`src/design/pfb_pkg.sv`:
```
// ----------------------------------------------------------------------------
// pfb_pkg
// Shared sizes, request codes, command bytes and the stream descriptor for
// the paged frame buffer refresh block.
// ----------------------------------------------------------------------------
`default_nettype none

package pfb_pkg;

	// frame geometry
	localparam int COLUMNS = 128;
	localparam int PAGES   = 8;
	localparam int DEPTH   = COLUMNS * PAGES;
	localparam int HEADER_BYTES = 3;

	localparam int MEM_W  = $clog2(DEPTH);
	localparam int PAGE_W = (PAGES > 1) ? $clog2(PAGES) : 1;
	localparam int COL_W  = $clog2(COLUMNS);
	localparam int POS_W  = $clog2(COLUMNS + HEADER_BYTES);

	// request codes
	typedef enum logic [1:0] {
		REQ_DRAW  = 2'd0,
		REQ_CLEAR = 2'd1,
		REQ_FETCH = 2'd2,
		REQ_NONE  = 2'd3
	} req_t;

	// command bytes of the page header
	localparam logic [7:0] CMD_PAGE_BASE = 8'hB0;
	localparam logic [7:0] CMD_COL_LOW   = 8'h00;
	localparam logic [7:0] CMD_COL_HIGH  = 8'h10;

	// current position of the refresh stream
	typedef struct packed {
		logic [7:0]       cmd_byte;
		logic             is_data;
		logic             last;
		logic [MEM_W-1:0] addr;
	} stream_t;

endpackage

`default_nettype wire

```
`src/design/pfb_stream.sv`:
```
// ----------------------------------------------------------------------------
// pfb_stream
// Refresh stream sequencer: page and position counters, the header command
// bytes and the frame memory address of the next data byte.
// ----------------------------------------------------------------------------
`default_nettype none

module pfb_stream (
	input  wire              clk,
	input  wire              arst_n,
	input  wire              advance,
	output pfb_pkg::stream_t cur
);
	import pfb_pkg::*;

	logic [PAGE_W-1:0] page_q;
	logic [POS_W-1:0]  pos_q;
	logic [POS_W-1:0]  pos_col;
	logic [COL_W-1:0]  col;
	logic              pos_wrap;
	logic              page_wrap;

	assign pos_col   = pos_q - POS_W'(HEADER_BYTES);
	assign col       = pos_col[COL_W-1:0];
	assign pos_wrap  = (pos_q == POS_W'(COLUMNS + HEADER_BYTES - 1));
	assign page_wrap = (page_q == PAGE_W'(PAGES - 1));

	// header commands, then data bytes of the page
	always_comb begin
		cur.is_data = 1'b0;
		cur.last    = 1'b0;
		cur.addr    = MEM_W'(col) * MEM_W'(PAGES) + MEM_W'(page_q);
		priority if (pos_q == POS_W'(0)) begin
			cur.cmd_byte = CMD_PAGE_BASE + 8'(page_q);
		end else if (pos_q == POS_W'(1)) begin
			cur.cmd_byte = CMD_COL_LOW;
		end else if (pos_q == POS_W'(2)) begin
			cur.cmd_byte = CMD_COL_HIGH;
		end else begin
			cur.cmd_byte = CMD_COL_LOW;
			cur.is_data  = 1'b1;
			cur.last     = pos_wrap && page_wrap;
		end
	end

	// step the counters once per fetched item
	always_ff @(posedge clk or negedge arst_n) begin
		if (!arst_n) begin
			page_q <= '0;
			pos_q  <= '0;
		end else if (advance) begin
			if (pos_wrap) begin
				pos_q  <= '0;
				page_q <= page_wrap ? '0 : page_q + PAGE_W'(1);
			end else begin
				pos_q <= pos_q + POS_W'(1);
			end
		end
	end

endmodule

`default_nettype wire

```
`config.mk`:
```
export PLATFORM = sky130hd
export DESIGN_NAME = pfb_stream
export DESIGN_NICKNAME = d
export VERILOG_FILES = /design/src/design/pfb_pkg.sv /design/src/design/pfb_stream.sv
export SDC_FILE = /design/constraint.sdc
export NUM_CORES = 1
export LEC_CHECK = 0
export BUFFER_PORTS_ARGS = -buffer_cell sky130_fd_sc_hd__buf_2
export CORE_MARGIN = 2
export CORE_UTILIZATION = 45
export DETAILED_ROUTE_END_ITERATION = 8
export PLACE_DENSITY = 0.85
export SYNTH_ARGS = -nofsm -noshare
export SYNTH_HDL_FRONTEND = slang
export SYNTH_SLANG_ARGS = --single-unit
```
`constraint.sdc`:
```
create_clock -name clk -period 1.5 [get_ports clk]
set_input_delay 0.3 -clock clk [delete_from_list [all_inputs] [get_ports clk]]
set_output_delay 0.3 -clock clk [all_outputs]
set_load 0.01 [all_outputs]
```
---- Word-level counts from Yosys, hierarchy flattened ----
Index checks and enable logic that the tools add are counted.
storage, ports and cells
  output and inout port bits .............. 20
  word-level logic and storage cells ...... 22
  bits in registers ....................... 11
  input port bits ......................... 3
operators by class
  reduce and logical (&&, ||, !) cells .... 3
  multiplexer cells ....................... 8
  equality and inequality tests ........... 4
  add/subtract/negate cells ............... 5
operators with widths
  cell                   count
  $mux W8                2
  $add A10 B3 Y10        1
  $mux W5                2
  $add A8 B1 Y8 const B  1
  $add A8 B3 Y8 const A  1
  $eq A8 B1 Y1 const B   1
  $eq A8 B2 Y1 const B   1
  $eq A8 B8 Y1 const B   1
  $logic_not A8 Y1       1
  $sub A7 B2 Y7 const B  1
  $mux W2                3
  $add A3 B1 Y3 const B  1
  $eq A3 B3 Y1 const B   1
  $mux W3                1
  $reduce_and A2 Y1      1
  $logic_and A1 B1 Y1    1

---- Depth between registers and ports, before layout ----
Gate-level depths: netlist of run 1.
  word-level depth ........................ 5
  mapped depth ............................ 5
  depth with buffers taken out ............ 5

---- Worst setup path after synthesis of run 1 ----
Ideal clock, no wire load.
  path kind ............................... reg-to-output
  from .................................... reg pos_q[4]
  to ...................................... out cur[19] (netlist name)
  data arrival time ....................... 1418 ps
  stages on the path, launching flop included .. 6
  required time ........................... 1200 ps
  path buffers ............................ 2
  slack ................................... -218 ps
  path through ............................ dfrtp_1 -> buf_6 -> nor4_4 -> nor3b_4 -> and2_1 -> buf_4
RTL lines
  item                      line              RTL
  start: declaration        pfb_stream.sv:17  logic [POS_W-1:0] pos_q;
  start signal: assignment  pfb_stream.sv:56  pos_q <= pos_q + POS_W'(1);
  end: declaration          pfb_stream.sv:12  output pfb_pkg::stream_t cur

==> results.cfg, run 1 <==
[placed_design]
dpl-instance-area_sq_um = 988
gp_congestion = 0.781
buffer_ports.inserted = 20
dp_hpwl_um = 1400

[synth]
netlist_top_cells_area = dfrtp_1, ha_1, xor2_1
yosysUniqueCellTypes = 32
synth-edff-count = 0
netlist_instances = 80
synthesis.area_per_instance_sq_um = 9.96
synth_top_cell_by_area = dfrtp_1
synth_async_sr_flop_share = 1.00
ys_seq_elements = 11
yosysWarningCount = 0
postSynth.topFlopCell = dfrtp_1
post-synth-top-area-fraction = 0.345
synthesis.area_sq_um = 797
ys_seq_area_frac = 0.345

[sta]
unrepaired_setup_endpoints_after_global_routing = true
worst_slack_ns = -0.505
final_min_period_over_clock_period = 1.34
finalHoldViolations = 0
final_max_slew_viol_count = 0
setup_viol = 18
final_period_minus_worst_setup_slack_ns = 2.01
fin_tns_setup_ns = -5.38
worst_clk_skew_ns = 0.0157
fmaxAchievable_ghz = 0.499

[clock_tree]
worst_skew_pair.late_latency_ns = 0.28
tritoncts.num_buffers = 3
root_buffer_master = clkbuf_4
cts.clk_slew.worst_paths_ns = 0.08
clk_path_buf_depth = 2
cts_max_level = 1
clock-sinks = 11
cts_tree = built

[route]
antenna_violating_nets_post_route = 0
drt_first_pass_iters = 6
viasPerCell = 5.70
drt-wirelength-per-cell_um = 18.6
post-route-drc-count = 0
dr_total_vias = 804
detail_route.iter0.violations = 28
wirelength_um = 2630

[worst_setup_path]
slowest_stage = dfrtp_1
worst-path-buf-inv = 1
critical_path.max_fanout = 6
worst_setup_path_end_kind = output pin
worst_ep_required_time_ns = 1.20
crit_chain = nor4_4 -> nor3b_4 -> and3_1 -> buf_2
critical_path_class = flip-flop to output pin
crit_arrival_ns = 1.71
start_kind = flip-flop
critical-path-top-delay-family = simple AND/OR/NAND/NOR gates
cp_slowest_stage_delay_ns = 0.42

[final_layout]
fillers = 109
syn_to_final_growth_pct = 59.5
most_common_library_cell_in_the_layout_ignoring_fill_and_taps = buf_4
antenna_cells = 0
nets = 134
final_cell_area_sq_um = 1270
mostFrequentLayoutCells = buf_4, buf_2, buf_6, dfrtp_1, nand2_1
final_layout_size_suffix_gt1_frac = 0.597

[grt]
grt_max_degree = 12
grt_overflow = 0
grt_antenna_before_repair = 0
first_pass_grt_wire_length_um = 3590
groute.usage.overall = 0.241
vias_in_the_first_global_route = 747

[min_path]
hp_class = input pin to flip-flop

[die]
die_h_um = 46.1
die_area_sq_um = 2120
design.portCount = 23
count_of_standard_cell_rows = 15
floorplan.core_area_sq_um = 1690
initial_core_util = 0.472
dieWidth_um = 46.1

[power]
power.ir.vdd_worst_mv = 1.19
power.density_cell_area_nw_per_um2 = 1720
static-leakage-power_uw = 0.000655

[run]
max_cap_violations = 0

[run_status]
status = finished with violations
violated_checks = negative setup slack
==> worst paths after layout <==
check / from / endpoint / slack, ns / cells past startpoint
min: advance / pos_q[0] / 0.39 / 3
min reg2reg: page_q[1] / page_q[1] / 0.59 / 1
max reg2reg: pos_q[4] / page_q[2] / -0.09 / 5
max: pos_q[4] / cur[14] / -0.51 / 4
min in group asynchronous: arst_n / pos_q[5] / 0.42 / 2
max in group asynchronous: arst_n / pos_q[0] / 0.82 / 2
==> cell type report <==
| type | count | area, sq um | share of cell area |
|---|---|---|---|
| timing repair buffer | 46 | 363 | 0.285 |
| clock buffer | 4 | 26.3 | 0.0207 |
| inverter | 2 | 12.5 | 0.00984 |
| sequential | 11 | 278 | 0.219 |
| multi-input combinational | 61 | 571 | 0.449 |
| tap | 17 | 21.3 | 0.0167 |
==> synth_stat cells (2+ instances only) <==
cell type   n
and2_1      2
and3_1      5
buf_2       3
buf_4       3
dfrtp_1    11
ha_1        6
inv_1       2
mux2_2      3
nand2_1     8
nand4_1     2
nor2_1      3
nor2b_1     4
o21ai_0     2
xnor2_1     4
xor2_1      5
==> per-layer routing <==
| metal | global-route usage | part of all wire |
|---|---|---|
| met4 | 0.0743 | 0.022 |
| met3 | 0.0471 | 0.045 |
| met2 | 0.392 | 0.52 |
| met1 | 0.321 | 0.41 |
| met5 | 0 | 0 |
==> tightest hold or removal path: stages <==
cell and delay [ns]:
buf_2 0.18, nand2_1 0.09, o21ai_1 0.05
==> state kept, by name, indices dropped and copies added, names as in the netlist <==
name	flops
pos_q	8
page_q	3
==> metrics by stage <==
| stage | instances | worst slack, ns | utilization | hold WS, ns | total power (uW) |
|---|---|---|---|---|---|
| floorplan | 81 | -0.167 | - | 0.00441 | 1110 |
| global placement | 125 | -0.103 | 0.585 | 0.179 | 1440 |
| detailed placement | 125 | -0.143 | 0.585 | 0.184 | 1490 |
| CTS | 140 | -0.432 | 0.711 | 0.371 | 1990 |
| global route | 141 | -0.561 | 0.753 | 0.384 | 2300 |
| finish | 141 | -0.505 | 0.753 | 0.389 | 2190 |
==> power breakdown <==
part           switching, uW  leakage (uW)  internal [uW]  total (uW)
sequential               117      0.000143            368         485
clock                    108     0.0000150            103         210
combinational            681      0.000497            810        1490
total                    905      0.000655           1280        2190
==> what timing repair did <==
action / 4_1_cts / 5_1_grt
endpoints found under the hold margin: 11 / 0
setup buffers: 11 / 5
hold buffers: 1 / 0
setup endpoints to repair: 17 / 21
resized for setup: 22 / 15
cloned: 0 / 0
pin swaps: 9 / 13
==> cell families (layout without fill, tap and decap cells) <==
family,Yosys count,count (layout),share of synthesized area
and+or+nand+nor,34,34,0.286
DFF,11,11,0.345
xor gates and xnor gates,9,9,0.0989
buffers and inverters,9,52,0.0706
AOI/OAI and AO/OA,7,7,0.0581
adders and majority gates,6,6,0.0942
muxes,3,3,0.0424
other,1,2,0.00471
(Power assumes the default switching activity.)
==> inputs of run 2 (changes only) <==
REMOVE_ABC_BUFFERS = 1   (was not set)
==> run 2 against run 1 <==
The run still ends with negative setup slack left. Combinational power shrank 11%. Global-route usage fell by 3.6 points. Via count decreased by 8.3%. Critical path type unchanged. Critical endpoint is now cur[10]. Largest power group unchanged.
==> results.cfg, run 2 (synthesis gave the netlist of run 1 again) <==
[sta]
setup_viol = 20
final_period_minus_worst_setup_slack_ns = 2.00
final_min_period_over_clock_period = 1.33
worst_slack_ns = -0.500
final_max_slew_viol_count = 0
finalHoldViolations = 0
unrepaired_setup_endpoints_after_global_routing = true
worst_clk_skew_ns = 0.000542
fmaxAchievable_ghz = 0.500

[min_path]
hp_class = input pin to flip-flop
holdCritStartpoint = advance

[final_layout]
mostFrequentLayoutCells = buf_2, buf_4, dfrtp_1, nand2_1, buf_6
final_layout_size_suffix_gt1_frac = 0.545
layoutNonFillerInstCount = 138
largest_register_ffs = 8
syn_to_final_growth_pct = 46.9
antenna_cells = 0
fillers = 103
final_cell_area_sq_um = 1170
most_common_library_cell_in_the_layout_ignoring_fill_and_taps = buf_2
nets = 131
top_register = pos_q
reg_top3 = pos_q: 8 flops, page_q: 3 flops

[die]
floorplan.core_area_sq_um = 1690
dieWidth_um = 46.1
die_h_um = 46.1
die_area_sq_um = 2120
count_of_standard_cell_rows = 15
design.portCount = 23
initial_core_util = 0.472

[grt]
grt_antenna_before_repair = 0
groute.usage.overall = 0.204
vias_in_the_first_global_route = 687
grt_overflow = 0
first_pass_grt_wire_length_um = 2990
grt_max_degree = 12

[power]
power.density_cell_area_nw_per_um2 = 1700
static-leakage-power_uw = 0.000636
power.ir.vdd_worst_mv = 0.924

[worst_setup_path]
critical-path-top-delay-family = simple AND/OR/NAND/NOR gates
cp_slowest_stage_delay_ns = 0.43
worst_ep_required_time_ns = 1.20
crit_chain = inv_2 -> ha_1 -> nor2b_2 -> and3_2 -> and2_1 -> buf_2
critical_path_class = flip-flop to output pin
critical_path.max_fanout = 4
crit_path_start = pos_q[0]
start_kind = flip-flop
worst_setup_path_end_kind = output pin
worst-path-buf-inv = 2
crit_arrival_ns = 1.70
slowest_stage = dfrtp_1
worst_r2r_startpoint = pos_q[0]

[placed_design]
dpl-instance-area_sq_um = 986
dp_hpwl_um = 1240
dp_cells = 126
buffer_ports.inserted = 20
gp_congestion = 0.790

[route]
drt-wirelength-per-cell_um = 15.8
dr_total_vias = 737
met3_length_um = 88
wirelength_um = 2180
drt_first_pass_iters = 4
viasPerCell = 5.34
top_signal_layer_used = met4
detail_route.iter0.violations = 29
post-route-drc-count = 0
wirelength_met1_um = 902
antenna_violating_nets_post_route = 0
wl_met2_um = 1170

[run_status]
violated_checks = negative setup slack
status = finished with violations

[clock_tree]
clock-sinks = 11
worst_skew_pair.late_latency_ns = 0.27
cts_tree = built
tritoncts.num_buffers = 3
cts.clk_slew.worst_paths_ns = 0.08
cts_max_level = 1
clk_path_buf_depth = 2
root_buffer_master = clkbuf_4

[run]
max_cap_violations = 0
==> run 2: cell types whose count changed in the layout (fill, tap and decap cells not counted), moves of 2 or more <==
cell	before	now
buf_6	14	8
and3_4	3	1
ha_4	3	1
and2_1	0	2
buf_2	15	18
and2_4	2	0
==> run 2: per-stage QoR <==
step / worst slack (ns) / hold WS, ns / utilization / power [uW] / TNS, ns
after floorplan: -0.149 / 0.00441 / - / 999 / -0.757
after global placement: -0.0954 / 0.181 / 0.584 / 1440 / -0.711
after detailed placement: -0.148 / 0.183 / 0.584 / 1480 / -1.02
after CTS: -0.404 / 0.370 / 0.656 / 1840 / -4.61
after global routing: -0.540 / 0.386 / 0.693 / 2110 / -6.22
final: -0.500 / 0.394 / 0.693 / 2000 / -5.08
==> run 2: path summary, 6_finish.rpt <==
| kind | cells after the start | end | slack, ns |
|---|---|---|---|
| worst min-delay path | 2 | pos_q[1] | 0.39 |
| max in group asynchronous | 2 | pos_q[1] | 0.85 |
| worst max register to register | 6 | page_q[0] | -0.17 |
| min in group asynchronous | 2 | pos_q[5] | 0.43 |
| worst min register to register | 1 | page_q[1] | 0.56 |
| worst max-delay path | 6 | cur[10] | -0.50 |
==> run 2: repair_timing <==
item / CTS / global route
pin swaps: 6 / 3
hold buffers: 1 / 0
hold endpoints to repair: 11 / 0
buffers inserted: 5 / 3
gates resized for setup: 12 / 14
endpoints found under the setup margin: 17 / 20
==> run 2: cell type report <==
cell class,instances,area (sq um),share of cell area
Tap cell,17,21.3,0.0182
Clock buffer,4,26.3,0.0224
Multi-Input combinational cell,61,527,0.450
Sequential cell,11,277,0.236
Timing Repair Buffer,43,310,0.265
Inverter,2,10.0,0.00855
==> run 2: worst reg2reg max path, cell delays in order (launching register included) <==
cell and delay [ns]:
dfrtp_1 0.44, inv_2 0.10, ha_1 0.19, nor2b_2 0.20, buf_4 0.14, nand4_2 0.15, mux2_4 0.34
==> run 2: power breakdown <==
part	total, uW	switching, uW	internal, uW
Clock	209	107	103
Sequential	472	105	367
Combinational	1320	613	702
==> run 2: layer usage <==
metal / GRT usage / vias up
met4: 0.114 / 0
met1: 0.257 / 357
met2: 0.325 / 30
met5: 0 / -
li1: - / 348
met3: 0.0392 / 2
==> inputs of run 3 (changes only) <==
GPL_TIMING_DRIVEN = 1   (was not set)
HOLD_SLACK_MARGIN = 0.03   (was not set)
clock period = 1.8 ns   (was 1.5 ns; I/O delays follow)
==> run 3 against run 2 <==
Total power down 15%. The flow still finishes with violations (negative setup slack). Setup slack better by 0.24 ns. Largest cell class unchanged. Design area is 2.3% lower. Count of clock-buffer cells in the layout stayed put. Clock skew rose by 0.00099 ns. Final cell count down 1.4%. Critical path depth decreased by 2.
==> results.cfg, run 3 (synthesis gave the netlist of run 1 again) <==
[worst_setup_path]
crit_arrival_ns = 1.70
critical_path_class = flip-flop to output pin
critical-path-top-delay-family = simple AND/OR/NAND/NOR gates
slowest_stage = dfrtp_1
critical_path.max_fanout = 6
worst_setup_path_end_kind = output pin
worst-path-buf-inv = 1
crit_chain = nor4_4 -> nor3b_4 -> and3_1 -> buf_2
worst_ep_required_time_ns = 1.44
cp_slowest_stage_delay_ns = 0.41
start_kind = flip-flop

[grt]
grt_max_degree = 12
grt_overflow = 0
groute.usage.overall = 0.221
vias_in_the_first_global_route = 720
first_pass_grt_wire_length_um = 3310
grt_antenna_before_repair = 0

[power]
power.density_cell_area_nw_per_um2 = 1480
total_power_uw = 1690
static-leakage-power_uw = 0.000622
power.ir.vdd_worst_mv = 1.03

[die]
die_h_um = 46.1
dieWidth_um = 46.1
floorplan.core_area_sq_um = 1690
count_of_standard_cell_rows = 15
design.portCount = 23
initial_core_util = 0.472
die_area_sq_um = 2120

[clock_tree]
cts_tree = built
clk_path_buf_depth = 2
tritoncts.num_buffers = 3
clock-sinks = 11
cts_max_level = 1
cts.clk_slew.worst_paths_ns = 0.07
root_buffer_master = clkbuf_4
worst_skew_pair.late_latency_ns = 0.27

[placed_design]
placement.setup.worst_slack_ns = 0.00487
buffer_ports.inserted = 20
gp_congestion = 0.788
dp_hpwl_um = 1280

[final_layout]
top_register = pos_q
mostFrequentLayoutCells = buf_2, buf_4, dfrtp_1, nand2_1, buf_6
antenna_cells = 0
reg_top3 = pos_q: 8 flops, page_q: 3 flops
final_util = 0.677
final_layout_size_suffix_gt1_frac = 0.513
most_common_library_cell_in_the_layout_ignoring_fill_and_taps = buf_2
largest_register_ffs = 8
fillers = 113
nets = 129
syn_to_final_growth_pct = 43.5

[sta]
finalHoldViolations = 0
worst_clk_skew_ns = 0.00153
hold_ws_ns = 0.463
final_max_slew_viol_count = 0
setup_viol = 11
final_period_minus_worst_setup_slack_ns = 2.06
worst_slack_ns = -0.256
final_min_period_over_clock_period = 1.14
fmaxAchievable_ghz = 0.486
unrepaired_setup_endpoints_after_global_routing = true
fin_tns_setup_ns = -2.17

[route]
viasPerCell = 5.60
detail_route.iter0.violations = 14
antenna_violating_nets_post_route = 0
post-route-drc-count = 0
drt-wirelength-per-cell_um = 16.7
drt_first_pass_iters = 4
dr_total_vias = 762
wirelength_um = 2270

[run_status]
status = finished with violations
violated_checks = negative setup slack

[min_path]
hp_class = input pin to flip-flop

[run]
max_cap_violations = 0
==> run 3: changes by cell type in the layout (fill, tap and decap cells not counted), moves of 2 or more <==
cell | before | now
buf_2 | 18 | 20
buf_4 | 16 | 14
buf_6 | 8 | 6
o21ai_0 | 0 | 2
inv_1 | 0 | 2
==> run 3: area by class of cell <==
type	count	area, sq um	share of cell area
Sequential cell	11	278	0.243
Timing Repair Buffer	41	283	0.247
Multi-Input combinational cell	61	528	0.462
Clock buffer	4	26.3	0.0230
Inverter	2	7.51	0.00656
Tap cell	17	21.3	0.0186
==> run 3: worst paths after layout <==
path | startpoint | to | slack (ns) | cells past startpoint
worst min register to register | page_q[1] | page_q[1] | 0.57 | 1
max in group asynchronous | arst_n | pos_q[1] | 1.07 | 2
min in group asynchronous | arst_n | pos_q[4] | 0.50 | 2
worst max register to register | pos_q[2] | pos_q[7] | 0.08 | 6
worst max-delay path | pos_q[5] | cur[14] | -0.26 | 4
worst min-delay path | advance | pos_q[1] | 0.46 | 2
==> run 3: timing repair <==
item                                   CTS  global route
pin swaps                                9             7
hold buffers                             1             0
resized for setup                        9            10
endpoints found under the hold margin   11             0
setup endpoints to repair               12            13
buffers inserted                         7             6
==> run 3: worst register-to-register path, cell delays in order, from the launching register on <==
cell and delay [ns]:
dfrtp_1 0.42, buf_6 0.15, buf_6 0.12, buf_4 0.15, and4_2 0.25, and4b_1 0.19
a311o_1 0.32
==> run 3: report_power, final <==
part / switching [uW] / internal [uW]
Clock: 87.7 / 85.9
Combinational: 534 / 598
Sequential: 79.0 / 307
Total: 700 / 990
==> run 3: stage by stage <==
step,cell area (sq um),instances
finish,1140,136
global route,1140,136
CTS,1060,131
detailed placement,933,119
global placement,933,119
floorplan,752,74
==> run 3: layer usage <==
metal,track usage,share of wire,vias up
met5,0,0,-
met4,0.126,0.026,0
met3,0.0353,0.042,8
met2,0.356,0.52,27
met1,0.278,0.41,378
li1,-,-,349
